`src/rtl/flm_pkg.sv`:
```
// Shared constants, types and helpers of the fixed-string line matcher.
`default_nettype none
package flm_pkg;

  localparam int PATTERN_MAX = 16;
  localparam int MAX_LINE    = 1024;
  localparam int POS_W       = $clog2(MAX_LINE);
  localparam int IDX_W       = (PATTERN_MAX > 1) ? $clog2(PATTERN_MAX) : 1;
  localparam int LEN_W       = 5;
  localparam int BYTE_W      = 8;
  localparam int PAT_W       = 64;
  localparam int OFS_W       = 10;
  localparam int CNT_W       = 10;
  localparam int WIDE_W      = 32;
  localparam int OUT_DATA_W  = 88;
  localparam int FIFO_DEPTH  = 8;
  localparam int FIFO_AW     = $clog2(FIFO_DEPTH);

  localparam logic [BYTE_W-1:0] NEWLINE = 8'h0A;

  localparam logic CMD_BYTE     = 1'b0;
  localparam logic CMD_FLUSH    = 1'b1;
  localparam logic KIND_MATCH   = 1'b0;
  localparam logic KIND_SUMMARY = 1'b1;

  typedef enum logic [1:0] {
    CFG_EXCEPT = 2'd0,
    CFG_LEN    = 2'd1,
    CFG_PAT_LO = 2'd2,
    CFG_PAT_HI = 2'd3
  } cfg_reg_t;

  // One result item.
  typedef struct packed {
    logic              kind;
    logic [OFS_W-1:0]  offset;
    logic [WIDE_W-1:0] line_number;
    logic [CNT_W-1:0]  line_total;
    logic              selected;
    logic [WIDE_W-1:0] sel_total;
    logic              last;
  } res_t;

  // Results produced by the line controller in one cycle (0 to 2).
  typedef struct packed {
    logic [1:0] n;
    res_t       r0;
    res_t       r1;
  } push_t;

  // Item sitting between the cell row and the line controller.
  typedef struct packed {
    logic valid;
    logic cmd;
    logic nl;
  } item_t;

  // Pattern byte compared in cell j: pattern is right-aligned to the newest byte.
  function automatic logic [BYTE_W-1:0] aligned_byte(
      input logic [2*PAT_W-1:0] pat,
      input logic [LEN_W-1:0]   len,
      input logic [IDX_W-1:0]   j);
    logic [LEN_W-1:0] idx;
    idx = len - LEN_W'(1) - LEN_W'(j);
    aligned_byte = pat[BYTE_W*idx[IDX_W-1:0] +: BYTE_W];
  endfunction

endpackage
`default_nettype wire

```
`src/rtl/fixed_string_line_matcher_top.sv`:
```
// Top level of the fixed-string line matcher: cell row, line controller, output queue.
// Results of an accepted item pass the item register and cell row, then the output queue.
// Throughput: one input item per cycle unless the input stalls.
// Input stalls when the 8-entry output queue cannot take two more results beyond
// the up to two of the item in flight.
// Reset (rst_n low, synchronous): registers, counters and queue are cleared; line number is set to 1.
// The window cells hold no reset; bytes from outside the current line are masked.
`default_nettype none
module fixed_string_line_matcher_top (
  input  wire logic        clk,
  input  wire logic        rst_n,
  // input stream
  input  wire logic        in_tvalid,
  output      logic        in_tready,
  input  wire logic [7:0]  in_tdata,   // [7:0] text_byte
  input  wire logic        in_tuser,   // [0] command
  // result stream
  output      logic        out_tvalid,
  input  wire logic        out_tready,
  output      logic [87:0] out_tdata,  // [9:0] match_offset, [41:10] line_number,
                                       // [51:42] line_match_total, [52] line_selected,
                                       // [84:53] selected_match_total, [87:85] zero
  output      logic        out_tuser,  // [0] report_kind
  output      logic        out_tlast,  // last_of_run
  // configuration writes
  input  wire logic        cfg_we,
  input  wire logic [1:0]  cfg_index,
  input  wire logic [63:0] cfg_wdata
);

  localparam int PM = flm_pkg::PATTERN_MAX;

  // Configuration registers
  logic                         except_r;
  logic [flm_pkg::LEN_W-1:0]    len_r;
  logic [flm_pkg::PAT_W-1:0]    pat_lo_r, pat_hi_r;
  logic [flm_pkg::LEN_W-1:0]    len_eff;
  logic [2*flm_pkg::PAT_W-1:0]  pat;

  always_ff @(posedge clk) begin
    if (!rst_n) begin
      except_r <= 1'b0;
      len_r    <= '0;
      pat_lo_r <= '0;
      pat_hi_r <= '0;
    end else if (cfg_we) begin
      unique case (flm_pkg::cfg_reg_t'(cfg_index))
        flm_pkg::CFG_EXCEPT: except_r <= cfg_wdata[0];
        flm_pkg::CFG_LEN:    len_r    <= cfg_wdata[flm_pkg::LEN_W-1:0];
        flm_pkg::CFG_PAT_LO: pat_lo_r <= cfg_wdata;
        flm_pkg::CFG_PAT_HI: pat_hi_r <= cfg_wdata;
        default: ;
      endcase
    end
  end

  // Oversized lengths act as the full pattern.
  assign len_eff = (len_r > flm_pkg::LEN_W'(PM)) ? flm_pkg::LEN_W'(PM) : len_r;
  assign pat     = {pat_hi_r, pat_lo_r};

  // Input handshake; bytes shift into the cell row, flushes do not.
  logic in_acc, shift_en, room;
  flm_pkg::item_t item_r, item_nxt;

  assign in_acc   = in_tvalid && in_tready;
  assign shift_en = in_acc && (in_tuser == flm_pkg::CMD_BYTE);

  always_comb begin
    item_nxt.valid = in_acc;
    item_nxt.cmd   = in_tuser;
    item_nxt.nl    = (in_tdata == flm_pkg::NEWLINE);
  end

  always_ff @(posedge clk) begin
    if (!rst_n) begin
      item_r.valid <= 1'b0;
    end else begin
      item_r.valid <= item_nxt.valid;
    end
    item_r.cmd <= item_nxt.cmd;
    item_r.nl  <= item_nxt.nl;
  end

  // Cell row: cell 0 takes the newest byte, cell j the byte j steps back.
  logic [flm_pkg::BYTE_W-1:0] cell_byte [PM];
  logic [PM-1:0]              cell_eq;

  for (genvar j = 0; j < PM; j++) begin : g_cell
    logic [flm_pkg::BYTE_W-1:0] byte_in;
    logic                       care;
    if (j == 0) begin : g_first
      assign byte_in = in_tdata;
    end else begin : g_next
      assign byte_in = cell_byte[j-1];
    end
    assign care = (flm_pkg::LEN_W'(j) < len_eff);

    flm_cell u_cell (
      .clk      (clk),
      .shift_en (shift_en),
      .byte_in  (byte_in),
      .pat_byte (flm_pkg::aligned_byte(pat, len_eff, flm_pkg::IDX_W'(j))),
      .care     (care),
      .byte_r   (cell_byte[j]),
      .eq_r     (cell_eq[j])
    );
  end

  // Line controller
  flm_pkg::push_t push;

  flm_ctrl u_ctrl (
    .clk         (clk),
    .rst_n       (rst_n),
    .item        (item_r),
    .all_eq      (&cell_eq),
    .except_mode (except_r),
    .len_eff     (len_eff),
    .push        (push)
  );

  // Output queue
  flm_pkg::res_t head;
  logic          not_empty;

  flm_ofifo u_ofifo (
    .clk       (clk),
    .rst_n     (rst_n),
    .push      (push),
    .pend      (item_r.valid),
    .pop       (out_tvalid && out_tready),
    .room      (room),
    .not_empty (not_empty),
    .head      (head)
  );

  assign in_tready  = room;
  assign out_tvalid = not_empty;
  assign out_tuser  = head.kind;
  assign out_tlast  = head.last;
  assign out_tdata  = {3'b000, head.sel_total, head.selected, head.line_total,
                       head.line_number, head.offset};

endmodule
`default_nettype wire

```
`src/rtl/flm_cell.sv`:
```
// One window cell: holds a text byte, passes it on and compares it to its pattern byte.
`default_nettype none
module flm_cell (
  input  wire logic                      clk,
  input  wire logic                      shift_en,
  input  wire logic [flm_pkg::BYTE_W-1:0] byte_in,
  input  wire logic [flm_pkg::BYTE_W-1:0] pat_byte,
  input  wire logic                      care,
  output      logic [flm_pkg::BYTE_W-1:0] byte_r,
  output      logic                      eq_r
);

  logic [flm_pkg::BYTE_W-1:0] byte_nxt;
  logic                      eq_nxt;

  assign byte_nxt = byte_in;
  assign eq_nxt   = !care || (byte_in == pat_byte);

  always_ff @(posedge clk) begin
    if (shift_en) begin
      byte_r <= byte_nxt;
      eq_r   <= eq_nxt;
    end
  end

endmodule
`default_nettype wire

```
`src/rtl/flm_ctrl.sv`:
```
// Line controller: match decision, line bookkeeping and result generation.
`default_nettype none
module flm_ctrl (
  input  wire logic                       clk,
  input  wire logic                       rst_n,
  input  wire flm_pkg::item_t             item,
  input  wire logic                       all_eq,
  input  wire logic                       except_mode,
  input  wire logic [flm_pkg::LEN_W-1:0]  len_eff,
  output      flm_pkg::push_t             push
);

  localparam int CMP_W = ((flm_pkg::POS_W > flm_pkg::LEN_W) ?
                          flm_pkg::POS_W : flm_pkg::LEN_W) + 1;
  localparam logic [flm_pkg::CNT_W-1:0]  CNT_MAX  = '1;
  localparam logic [flm_pkg::WIDE_W-1:0] WIDE_MAX = '1;
  localparam logic [CMP_W-1:0] LINE_LIMIT = CMP_W'(flm_pkg::MAX_LINE - 1);

  logic [flm_pkg::POS_W-1:0]  pos_r, pos_nxt;
  logic [flm_pkg::POS_W-1:0]  ens_r, ens_nxt;
  logic [flm_pkg::CNT_W-1:0]  matches_r, matches_nxt;
  logic [flm_pkg::WIDE_W-1:0] line_r, line_nxt;
  logic [flm_pkg::WIDE_W-1:0] stot_r, stot_nxt;

  logic [CMP_W-1:0]          pos1, len_x, start;
  logic                      is_byte, hit, line_end, sel;
  logic [flm_pkg::CNT_W-1:0] matches_h;
  logic [flm_pkg::WIDE_W:0]  sum;
  logic [flm_pkg::WIDE_W-1:0] stot_end;
  flm_pkg::res_t             match_res, sum_res;

  always_comb begin
    is_byte = item.valid && (item.cmd == flm_pkg::CMD_BYTE);
    pos1    = CMP_W'(pos_r) + CMP_W'(1);
    len_x   = CMP_W'(len_eff);
    start   = pos1 - len_x;
    hit     = is_byte && (len_eff != '0) && (pos1 >= len_x) &&
              (start >= CMP_W'(ens_r)) && all_eq;
    matches_h = (hit && matches_r != CNT_MAX) ? matches_r + flm_pkg::CNT_W'(1) : matches_r;
    line_end = (is_byte && (item.nl || pos1 >= LINE_LIMIT)) ||
               (item.valid && item.cmd == flm_pkg::CMD_FLUSH && pos_r != '0);
    sel      = (matches_h != '0) ^ except_mode;
    sum      = {1'b0, stot_r} + (flm_pkg::WIDE_W + 1)'(matches_h);
    stot_end = !sel ? stot_r : (sum[flm_pkg::WIDE_W] ? WIDE_MAX : sum[flm_pkg::WIDE_W-1:0]);

    match_res.kind        = flm_pkg::KIND_MATCH;
    match_res.offset      = flm_pkg::OFS_W'(start);
    match_res.line_number = line_r;
    match_res.line_total  = '0;
    match_res.selected    = 1'b0;
    match_res.sel_total   = stot_r;
    match_res.last        = !line_end;

    sum_res.kind        = flm_pkg::KIND_SUMMARY;
    sum_res.offset      = '0;
    sum_res.line_number = line_r;
    sum_res.line_total  = matches_h;
    sum_res.selected    = sel;
    sum_res.sel_total   = stot_end;
    sum_res.last        = 1'b1;

    push.n  = 2'(hit) + 2'(line_end);
    push.r0 = hit ? match_res : sum_res;
    push.r1 = sum_res;

    pos_nxt     = pos_r;
    ens_nxt     = ens_r;
    matches_nxt = matches_r;
    line_nxt    = line_r;
    stot_nxt    = stot_r;
    if (is_byte) begin
      pos_nxt     = flm_pkg::POS_W'(pos1);
      matches_nxt = matches_h;
      if (hit) begin
        ens_nxt = flm_pkg::POS_W'(pos1);
      end
    end
    if (line_end) begin
      pos_nxt     = '0;
      ens_nxt     = '0;
      matches_nxt = '0;
      stot_nxt    = stot_end;
      if (line_r != WIDE_MAX) begin
        line_nxt = line_r + flm_pkg::WIDE_W'(1);
      end
    end
  end

  always_ff @(posedge clk) begin
    if (!rst_n) begin
      pos_r     <= '0;
      ens_r     <= '0;
      matches_r <= '0;
      line_r    <= flm_pkg::WIDE_W'(1);
      stot_r    <= '0;
    end else begin
      pos_r     <= pos_nxt;
      ens_r     <= ens_nxt;
      matches_r <= matches_nxt;
      line_r    <= line_nxt;
      stot_r    <= stot_nxt;
    end
  end

endmodule
`default_nettype wire

```
`src/rtl/flm_ofifo.sv`:
```
// Output queue: takes up to two results a cycle, hands out one.
`default_nettype none
module flm_ofifo (
  input  wire logic           clk,
  input  wire logic           rst_n,
  input  wire flm_pkg::push_t push,
  input  wire logic           pend,
  input  wire logic           pop,
  output      logic           room,
  output      logic           not_empty,
  output      flm_pkg::res_t  head
);

  localparam int CNT_W = flm_pkg::FIFO_AW + 1;

  flm_pkg::res_t mem_r [flm_pkg::FIFO_DEPTH];
  logic [flm_pkg::FIFO_AW-1:0] wp_r, wp_nxt, rp_r, rp_nxt, wp1;
  logic [CNT_W-1:0]            cnt_r, cnt_nxt;

  always_comb begin
    wp1       = wp_r + flm_pkg::FIFO_AW'(1);
    wp_nxt    = wp_r + flm_pkg::FIFO_AW'(push.n);
    rp_nxt    = pop ? rp_r + flm_pkg::FIFO_AW'(1) : rp_r;
    cnt_nxt   = cnt_r + CNT_W'(push.n) - CNT_W'(pop);
    not_empty = (cnt_r != '0);
    head      = mem_r[rp_r];
    // Reserve two slots for the item in flight and two for a new one.
    room      = (cnt_r + (pend ? CNT_W'(2) : CNT_W'(0))) <= CNT_W'(flm_pkg::FIFO_DEPTH - 2);
  end

  always_ff @(posedge clk) begin
    if (push.n != 2'd0) begin
      mem_r[wp_r] <= push.r0;
    end
    if (push.n == 2'd2) begin
      mem_r[wp1] <= push.r1;
    end
  end

  always_ff @(posedge clk) begin
    if (!rst_n) begin
      wp_r  <= '0;
      rp_r  <= '0;
      cnt_r <= '0;
    end else begin
      wp_r  <= wp_nxt;
      rp_r  <= rp_nxt;
      cnt_r <= cnt_nxt;
    end
  end

endmodule
`default_nettype wire

```
`config.mk`:
```
export PLATFORM = sky130hd
export DESIGN_NAME = fixed_string_line_matcher_top
export DESIGN_NICKNAME = d
export VERILOG_FILES = /design/src/rtl/flm_pkg.sv /design/src/rtl/fixed_string_line_matcher_top.sv /design/src/rtl/flm_cell.sv /design/src/rtl/flm_ctrl.sv /design/src/rtl/flm_ofifo.sv
export SDC_FILE = /design/constraint.sdc
export NUM_CORES = 2
export LEC_CHECK = 0
export BUFFER_PORTS_ARGS = -buffer_cell sky130_fd_sc_hd__buf_2
export CORE_ASPECT_RATIO = 1.4
export CORE_UTILIZATION = 50
export CTS_CLUSTER_SIZE = 28
export DETAILED_ROUTE_END_ITERATION = 6
export GPL_TIMING_DRIVEN = 0
export PLACE_DENSITY_LB_ADDON = 0.25
export SKIP_LAST_GASP = 1
export SLEW_MARGIN = 20
export SYNTH_ARGS = -nofsm -noshare
export SYNTH_HDL_FRONTEND = slang
export SYNTH_SLANG_ARGS = --single-unit
```
`constraint.sdc`:
```
create_clock -name clk -period 27.3 [get_ports clk]
set_input_delay 1.365 -clock clk [delete_from_list [all_inputs] [get_ports clk]]
set_output_delay 1.365 -clock clk [all_outputs]
set_load 0.01 [all_outputs]
```
==> flow_summary.toml <==
[setup_path]
critPathRequiredTime_ps = 27850
arrival_ps = 13170
endpoint = "u_ofifo.mem_r[0][22]$_DFFE_PP_"
crit_start = "len_r[0]$_SDFFE_PN0P_"
start_kind = "flop"
slowest_delay_ps = 770
r2r_cells = 39
crit_path_end_kind = "flop"
crit_type = "reg -> reg"
crit_fanout = 11
reg2reg_to = "u_ofifo.mem_r[0][22]$_DFFE_PP_"
timing.rr.start = "len_r[0]$_SDFFE_PN0P_"
regToRegSetupSlack_ps = 14680
crit_slowest_cell = "o31ai_2"

[placed_design]
place_ws_ps = 15110
portBuffers = 166
placed_area_um2 = 58900
dp_hpwl_um = 152000
gp_congestion = 1.04
dp.cells = 6277

[yosys]
synth_area_um2 = 55700
synth-edff-count = 736
yosysMostFrequentCell = "edfxtp_1"
synth_ff_type = "edfxtp_1"
synthTopCellsByArea = "edfxtp_1 40%, dfxtp_1 12%, mux4_2 9.6%"
synth_cells = 4627
synth_seq_cells = 1076
yosysSeqAreaShare = 0.519
ys_warn_count = 0
synthTopCellsByCount = "736 x edfxtp_1, 403 x nand2_1, 390 x mux2i_1"
synthArstFlopShare = 0
yosys.area.top_type = "edfxtp_1"
synth_top_area_frac = 0.397
syn_avg_cell_area_um2 = 12.0
ys_types = 89

[timing]
fin_skew_ps = 34.4
worst_pin_slew_ps = 1250
setup_slack_ps = 14680
rsz0062_at_grt = "no"
slew_violations = 0
tns_ps = 0
setup_viol = 0
fmax_ghz = 0.0793
slew_headroom = 0.167
finalCritPeriodShare = 0.462
hold_violations = 0
min_period_ps = 12620

[floorplanning]
die_h_um = 397
initial_core_util = 0.505
ios = 172
die_w_um = 284
dieArea_um2 = 113000
rows = 144
core_area_um2 = 110000

[final_layout]
seq_area_um2 = 28900
layout-drive-gt1-share = 0.164
fin_area_um2 = 62600
post-route-util = 0.567
instances_no_fill = 6478
final.fill_count = 9394
multi_input_area_um2 = 25000
final_nets = 5060
area_growth_pct = 12.4

[detailed_routing]
vias = 41900
finalWirelength_um = 206000
drc_errors = 10
drt-met1-wl_um = 66900
wl_met3_um = 15800
drtPass1Iterations = 7
wl_met2_um = 102000
ant_nets = 0
wl_per_cell_um = 31.8
vias_per_cell = 6.47
drtIter0Drc = 4096
highest_layer = "met5"

[clock_tree]
cts.path.max_buffers = 3
cts_setup_buffers = 0
clk_latency_ps = 740
cts_hold_buf = 0
htree_levels = 3
tritoncts = "done"
ctsResizeCount = 0
cts_root_buf = "clkbuf_16"
clock_sinks = 1076
cts_made_buffers = 104
clkSlewWorstSetupHoldPaths_ps = 60

[flow_run]
drv_cap = 0

[grt]
grt_pass1_wl_um = 290000
antenna_found_initial = 2
grt_max_degree = 52
grt_overflow = 0
grt_pass1_vias = 41700
grtUsageTotal = 0.361

[power_and_ir_drop]
peakVddDrop_uv = 54.8
power_density_nw_per_um2 = 65.0
leakagePower_uw = 0.0210

[worst_hold_path]
min_path_type = "reg -> reg"

[outcome]
status = "finished with violations"
violations = "design-rule violations"
-- power breakdown --
part / total, uW / switching [uW] / internal, uW
sequential: 1810 / 32.1 / 1770
clock: 1540 / 677 / 860
combinational: 722 / 420 / 303
-- placed cells by master (no fill, tap or decap), types with 49 or more instances in the layout --
master	count
mux2i_1	390
a22o_1	212
buf_2	195
dfxtp_1	340
inv_1	59
nand2_1	403
a21oi_1	229
o21ai_0	170
mux2_2	87
nor2b_1	76
xnor2_1	151
mux4_2	238
clkbuf_1	336
and2_1	190
nand4_1	49
clkbuf_16	112
nand3_1	127
nor2_1	206
xor2_1	56
ha_1	52
edfxtp_1	736
a311oi_1	59
-- critical path, delay by kind of cell, from the launching register on --
kind                     cells  cell delay [ps]
AO/OA/AOI/OAI               12             3170
XOR/XNOR                     1              150
adder cells (fa/ha/maj)      4             1340
buffers and inverters       11             4110
flip-flops                   1              660
AND/OR/NAND/NOR             11             2970
-- state kept, by name (all words and copies together) (netlist names), 16 cells and up, named ones only --
register,flops
g_cell.u_cell.byte_r,120
u_ctrl.stot_r,32
pat_hi_r,64
pat_lo_r,64
g_cell.u_cell.eq_r,16
u_ofifo.mem_r,696
u_ctrl.line_r,32
-- per-layer routing --
metal  vias to the layer above  global-route usage
li1                      18100                   -
met1                     20700               0.377
met2                      2347               0.623
met3                       816              0.0651
met4                         2               0.320
met5                         -                   0
-- final cells by class --
class / instances / share of cell area
sequential: 1076 / 0.462
multi-input combinational: 3075 / 0.399
timing repair buffer: 189 / 0.0208
inverter: 71 / 0.00442
clock inverter: 55 / 0.00918
tap: 1460 / 0.0292
antenna: 2 / 0.0000800
clock buffer: 143 / 0.0490
buffer: 407 / 0.0259
-- cell families after synthesis --
kind of cell,share of synthesized area
mux,0.187
fa+ha+maj,0.0131
buf+inv,0.0332
simple gates,0.105
xor+xnor,0.0329
flops,0.519
other cells,0.0000674
compound gates,0.110
-- worst min path at each step --
stage	cells past startpoint	endpoint	slack [ps]	start
after global placement	2	u_ctrl.ens_r[1]$_SDFFE_PP0P_	450	u_ctrl.ens_r[1]$_SDFFE_PP0P_
after detailed placement	2	u_ctrl.ens_r[1]$_SDFFE_PP0P_	450	u_ctrl.ens_r[1]$_SDFFE_PP0P_
after global routing	2	u_ctrl.ens_r[1]$_SDFFE_PP0P_	480	u_ctrl.ens_r[1]$_SDFFE_PP0P_
after floorplan	2	u_ctrl.ens_r[1]$_SDFFE_PP0P_	440	u_ctrl.ens_r[1]$_SDFFE_PP0P_
after CTS	2	u_ctrl.ens_r[1]$_SDFFE_PP0P_	460	u_ctrl.ens_r[1]$_SDFFE_PP0P_
final	2	u_ctrl.ens_r[1]$_SDFFE_PP0P_	450	u_ctrl.ens_r[1]$_SDFFE_PP0P_
-- through the flow --
stage,power (uW),hold slack [ps]
final,4060,455
after global placement,2550,446
after detailed placement,2560,448
after global routing,4170,476
after CTS,4070,456
after floorplan,2300,436
Note: power is estimated with default switching activity, not from simulation.
